`src/hw/rtl/f2n_pkg.sv`:
```
`timescale 1ns / 1ps
`default_nettype none
package f2n_pkg;
    localparam int unsigned InWidth  = 64;
    localparam int unsigned OutWidth = 32;
    localparam logic [10:0] Exp64Max = 11'h7FF;
    localparam logic [31:0] Exp32Inf = 32'h7F80_0000;
    localparam logic [31:0] QuietNan = 32'h7FC0_0000;
endpackage
`default_nettype wire

```
`src/hw/rtl/f2n_stream_if.sv`:
```
`timescale 1ns / 1ps
`default_nettype none
interface f2n_stream_if #(
    parameter int unsigned Width = 32
);
    logic             valid;
    logic             ready;
    logic [Width-1:0] data;

    modport source (output valid, output data, input ready);
    modport sink (input valid, input data, output ready);
endinterface
`default_nettype wire

```
`src/hw/rtl/fp64_to_fp32_narrowing_unit.sv`:
```
`timescale 1ns / 1ps
`default_nettype none
// channel   | direction | payload
// in_chan   | sink      | double_bits [63:0]
// out_chan  | source    | single_bits [31:0]
//
// one transaction per cycle sustained while out_chan is ready; an accepted double is
// held in the input register, then converted and loaded into the result register
// rst_n clears only the valid flags; payload registers are not reset
// in_chan.ready stays high while the input register is empty or moving on,
// so a stall on out_chan backs up through the input register stage
module fp64_to_fp32_narrowing_unit (
    input  wire logic    clk,
    input  wire logic    rst_n,
    f2n_stream_if.sink   in_chan,
    f2n_stream_if.source out_chan
);
    logic        in_vld_reg;
    logic [63:0] in_data_reg;
    logic        out_vld_reg;
    logic [31:0] out_data_reg;
    logic [31:0] out_data_next;
    logic        out_load;
    logic        in_take;

    assign out_load = in_vld_reg && (!out_vld_reg || out_chan.ready);
    assign in_take  = !in_vld_reg || out_load;
    assign in_chan.ready  = in_take;
    assign out_chan.valid = out_vld_reg;
    assign out_chan.data  = out_data_reg;

    // conversion datapath
    logic        sgn;
    logic [10:0] ex;
    logic [51:0] fr;
    logic [52:0] man;
    logic signed [12:0] fe;
    logic [5:0]  sh;
    logic [52:0] q;
    logic [53:0] qr;
    logic [63:0] rem_mask;
    logic [63:0] rem;
    logic [63:0] half;
    logic        rnd_up;
    logic [31:0] bits;
    logic [12:0] sub_sh;

    always_comb
    begin
        sgn = in_data_reg[63];
        ex  = in_data_reg[62:52];
        fr  = in_data_reg[51:0];
        man = {1'b1, fr};
        fe  = $signed({2'b00, ex}) - 13'sd896;
        sub_sh = 13'd30 - fe;
        sh  = (fe >= 13'sd1) ? 6'd29 : sub_sh[5:0];
        q        = man >> sh;
        // remainder and half kept wide enough for shifts past the significand
        rem_mask = (64'd1 << sh) - 64'd1;
        rem      = {11'd0, man} & rem_mask;
        half     = 64'd1 << (sh - 6'd1);
        rnd_up   = (rem > half) || ((rem == half) && q[0]);
        qr       = {1'b0, q} + {53'd0, rnd_up};
        if (fe >= 13'sd1)
        begin
            bits = {1'b0, fe[7:0] - 8'd1, 23'd0} + qr[31:0];
        end
        else
        begin
            bits = qr[31:0];
        end
        priority if (ex == f2n_pkg::Exp64Max)
        begin
            out_data_next = (fr == 52'd0) ? ({sgn, 31'd0} | f2n_pkg::Exp32Inf)
                : ({sgn, 31'd0} | f2n_pkg::QuietNan | {10'd0, fr[50:29]});
        end
        else if (ex == 11'd0)
        begin
            out_data_next = {sgn, 31'd0};
        end
        else if (fe >= 13'sd255)
        begin
            out_data_next = {sgn, 31'd0} | f2n_pkg::Exp32Inf;
        end
        else if (fe <= -13'sd31)
        begin
            // shift beyond the significand: always rounds to zero
            out_data_next = {sgn, 31'd0};
        end
        else if (bits >= f2n_pkg::Exp32Inf)
        begin
            out_data_next = {sgn, 31'd0} | f2n_pkg::Exp32Inf;
        end
        else
        begin
            out_data_next = {sgn, bits[30:0]};
        end
    end

    // valid flags
    always_ff @(posedge clk or negedge rst_n)
    begin
        if (!rst_n)
        begin
            in_vld_reg  <= 1'b0;
            out_vld_reg <= 1'b0;
        end
        else
        begin
            if (in_take)
            begin
                in_vld_reg <= in_chan.valid;
            end
            if (out_load)
            begin
                out_vld_reg <= 1'b1;
            end
            else if (out_chan.ready)
            begin
                out_vld_reg <= 1'b0;
            end
        end
    end

    // payload registers
    always_ff @(posedge clk)
    begin
        if (in_take && in_chan.valid)
        begin
            in_data_reg <= in_chan.data;
        end
        if (out_load)
        begin
            out_data_reg <= out_data_next;
        end
    end
endmodule
`default_nettype wire

```
`src/flat_wrapper.sv`:
```
// flat-port wrapper written by rule: the top's interface ports become plain ports
module fp64_to_fp32_narrowing_unit_flat 
  (clk, rst_n, in_chan_valid, in_chan_data, in_chan_ready, out_chan_valid, out_chan_data, out_chan_ready);
  f2n_stream_if #(.Width(f2n_pkg::InWidth)) in_chan_i ();
  f2n_stream_if #(.Width(f2n_pkg::OutWidth)) out_chan_i ();
  input  wire logic clk;
  input  wire logic rst_n;
  input wire logic [$bits(in_chan_i.valid)-1:0] in_chan_valid;
  input wire logic [$bits(in_chan_i.data)-1:0] in_chan_data;
  output wire logic [$bits(in_chan_i.ready)-1:0] in_chan_ready;
  output wire logic [$bits(out_chan_i.valid)-1:0] out_chan_valid;
  output wire logic [$bits(out_chan_i.data)-1:0] out_chan_data;
  input wire logic [$bits(out_chan_i.ready)-1:0] out_chan_ready;
  assign in_chan_i.valid = in_chan_valid;
  assign in_chan_i.data = in_chan_data;
  assign in_chan_ready = in_chan_i.ready;
  assign out_chan_valid = out_chan_i.valid;
  assign out_chan_data = out_chan_i.data;
  assign out_chan_i.ready = out_chan_ready;
  fp64_to_fp32_narrowing_unit u_core (.clk(clk), .rst_n(rst_n), .in_chan(in_chan_i), .out_chan(out_chan_i));
endmodule
```
`config.mk`:
```
export PLATFORM = sky130hd
export DESIGN_NAME = fp64_to_fp32_narrowing_unit_flat
export DESIGN_NICKNAME = d
export VERILOG_FILES = /design/src/hw/rtl/f2n_pkg.sv /design/src/hw/rtl/f2n_stream_if.sv /design/src/hw/rtl/fp64_to_fp32_narrowing_unit.sv /design/src/flat_wrapper.sv
export SDC_FILE = /design/constraint.sdc
export NUM_CORES = 1
export LEC_CHECK = 0
export ABC_AREA = 1
export BUFFER_PORTS_ARGS = -buffer_cell sky130_fd_sc_hd__buf_2
export CORE_UTILIZATION = 45
export CTS_CLUSTER_SIZE = 28
export DETAILED_ROUTE_END_ITERATION = 8
export PLACE_DENSITY = 0.73
export SLEW_MARGIN = 20
export SYNTH_ARGS = -nofsm -noshare
export SYNTH_HDL_FRONTEND = slang
export SYNTH_SLANG_ARGS = --single-unit
```
`constraint.sdc`:
```
create_clock -name clk -period 8.78 [get_ports clk]
set_input_delay 0 -clock clk [delete_from_list [all_inputs] [get_ports clk]]
set_output_delay 0 -clock clk [all_outputs]
set_load 0.01 [all_outputs]
```
==> results.json <==
{
  "outcome": "finished, final reports clean",
  "die_w_um": 169,
  "ys_ff_latch": 98,
  "cts-htree-levels": 3,
  "antenna_found_initial": 0,
  "cpMaxStageDelayCell": "edfxtp_1",
  "n_fill_cell": 2636,
  "vias": 15463,
  "first_pass_iters": 7,
  "largest_reg_flops": 64,
  "fin_hold_ws_ns": 0.332,
  "drive_gt1_share_pct": 18.2,
  "multi_input_area_mm2": 0.00861,
  "hold_violations": 0,
  "stdcell_area_mm2": 0.0153,
  "groute.usage.overall_pct": 38.0,
  "syn_nets": 2113,
  "grt_pass1_vias": 13938,
  "cp-start-kind": "flop",
  "crit_buf_inv": 11,
  "detail_route.wl_per_cell_um": 21.7,
  "synthCells": 1973,
  "wl_met1_mm": 21.4,
  "swShare_pct": 47.3,
  "grt_overflow": 0,
  "layout_common_cells": "nand2_1, nand3_1, nor2_1",
  "dr.first_iter.drc_count": 2139,
  "nets": 2320,
  "via_per_inst": 6.05,
  "clock_skew_ns": 0.0230,
  "p_seq_share_pct": 26.9,
  "gp_congestion": 1.04,
  "tightest_slew_ns": 1.12,
  "topRoutingLayerUsed": "met4",
  "core_mm2": 0.0271,
  "grt_pass1_wl_mm": 81.3,
  "syn_area_mm2": 0.0125,
  "cp_slowest_stage_delay_ns": 0.43,
  "ioPinCount": 102,
  "drc": 0,
  "hp-class": "in2reg",
  "dieArea_mm2": 0.0285,
  "clk_pin_slew_ns": 0.10,
  "slew_violations": 0,
  "finalSetupViolations": 0,
  "mostFrequentLayoutCell": "nand2_1",
  "cpMostUsedCell": "nand2_1",
  "relSlewSlack_pct": 24.9,
  "cts_tree": "done",
  "p_sw_mw": 1.09,
  "yosysSeqAreaShare_pct": 23.4,
  "area_delta_synth_final_pct": 22.4,
  "fp.dieH_um": 169,
  "num_rows": 60,
  "period_minus_slack_ns": 8.53,
  "p_leak_nw": 7.22,
  "end_kind": "flop",
  "grt_max_degree": 65,
  "power_frac_comb_pct": 54.0,
  "rsz0062_at_grt": "yes",
  "path_class": "reg2reg",
  "critPathTopFamily": "simple AND/OR/NAND/NOR gates",
  "yosysWarnings": 0,
  "fmax_mhz": 117,
  "met2_length_mm": 24.9,
  "ant_nets": 0,
  "post_dp_cell_area_mm2": 0.0135,
  "synth.avg_cell_area_um2": 6.34,
  "io_buffer_count": 101,
  "intPower_mw": 1.21,
  "fin_crit_sh_pct": 97.1,
  "crit_fanout": 7,
  "crit_required_ns": 8.90,
  "wl_met3_mm": 6.23,
  "clk_latency_ns": 0.37,
  "cts-root-buf": "clkbuf_16",
  "cts_sinks": 98,
  "arrival_ns": 8.65,
  "cts_buffer_depth": 2,
  "seqCellArea_mm2": 0.00293,
  "drv_cap": 0,
  "p_clk_share_pct": 19.1,
  "pwr_density_cell_mw_per_mm2": 150,
  "drt_wl_total_mm": 55.6,
  "start_util_pct": 46.2,
  "ys_types": 53,
  "diodes": 0,
  "peakVddDrop_mv": 0.0897,
  "cts_buffers": 9,
  "hpwl_mm": 41.5
}
==> Yosys cell counts (all sizes together) <==
master | instances | share of area (%)
nor3b | 2 | 0.21
a41oi | 1 | 0.070
clkinv | 1 | 0.030
nand4 | 110 | 5.6
nor3 | 46 | 2.0
edfxtp | 96 | 23
a2111oi | 2 | 0.14
nand3 | 418 | 17
and3 | 1 | 0.050
nor4 | 25 | 1.3
clkbuf | 17 | 0.51
o2bb2ai | 1 | 0.070
o221ai | 2 | 0.14
o2111a | 2 | 0.18
a221oi | 1 | 0.070
o21ai | 49 | 2.0
fa | 1 | 0.16
ha | 71 | 7.1
xor2 | 27 | 1.9
a211oi | 5 | 0.30
inv | 204 | 6.2
dfrtp | 2 | 0.40
a21o | 1 | 0.060
o31ai | 2 | 0.12
nor2 | 221 | 7.5
buf | 77 | 4.4
nand3b | 1 | 0.060
or2 | 2 | 0.10
o22ai | 1 | 0.050
nand2 | 521 | 16
xnor2 | 9 | 0.63
a21oi | 54 | 2.2
==> stage by stage <==
step / setup WS [ns] / util, % / TNS [ns] / instances / power, mW
global placement: 0.0650 / 49.8 / 0 / 2430 / 1.70
floorplan: 0.000179 / - / 0 / 1973 / 1.35
finish: 0.251 / 56.5 / 0 / 2557 / 2.30
CTS: 0.0307 / 53.6 / 0 / 2516 / 2.17
global route: -0.333 / 56.5 / -8.68 / 2557 / 2.41
detailed placement: -0.139 / 49.8 / -2.78 / 2430 / 1.71
==> power by group through the flow <==
stage / clock network (mW) / registers, mW / logic, mW
after detailed placement: 0 / 0.625 / 1.08
final: 0.438 / 0.618 / 1.24
after global placement: 0 / 0.624 / 1.08
after global routing: 0.450 / 0.619 / 1.34
after CTS: 0.438 / 0.614 / 1.11
after floorplan: 0 / 0.614 / 0.738
==> final timing paths <==
path / from / to / slack (ns) / cells past startpoint
min reg2reg: u_core.in_data_reg[63]$_DFFE_PP_ / u_core.out_chan.data[31]$_DFFE_PP_ / 0.45 / 0
max reg2reg: u_core.in_data_reg[60]$_DFFE_PP_ / u_core.out_chan.data[2]$_DFFE_PP_ / 0.25 / 59
max: u_core.in_data_reg[60]$_DFFE_PP_ / u_core.out_chan.data[2]$_DFFE_PP_ / 0.25 / 59
min: in_chan_data[43] / u_core.in_data_reg[43]$_DFFE_PP_ / 0.33 / 2
max in group asynchronous: rst_n / u_core.out_chan.valid$_DFFE_PN0P_ / 8.13 / 3
min in group asynchronous: rst_n / u_core.in_vld_reg$_DFFE_PN0N_ / 0.51 / 3
==> layout make-up <==
type,instances,area share (%)
tap,372,3.04
inverter,205,5.24
clock inverter,7,0.531
timing repair inverter,1,0.0327
clock buffer,9,1.47
multi-input combinational,1576,56.2
sequential,98,19.1
timing repair buffer,289,14.3
==> metal layers <==
layer | up-vias | GRT usage (%)
li1 | 7139 | -
met1 | 7068 | 49.4
met2 | 1063 | 60.5
met3 | 193 | 6.83
met4 | 0 | 19.2
met5 | - | 0.522
==> cells by family after synthesis <==
group / count (synthesis) / synth area share, %
AND/OR/NAND/NOR: 1347 / 50.3
buffers and inverters: 299 / 11.1
AO/OA/AOI/OAI: 121 / 5.38
XOR/XNOR: 36 / 2.52
flip-flops: 98 / 23.4
adder cells (fa/ha/maj): 72 / 7.26
==> what timing repair did <==
action / 4_1_cts / 5_1_grt
cloned: 0 / 3
hold endpoints to repair: 68 / 0
gates resized for setup: 4 / 126
pin swaps: 1 / 47
endpoints found under the setup margin: 28 / 31
buffers inserted: 1 / 39
hold buffers: 69 / 0
(Power assumes the default switching activity.)
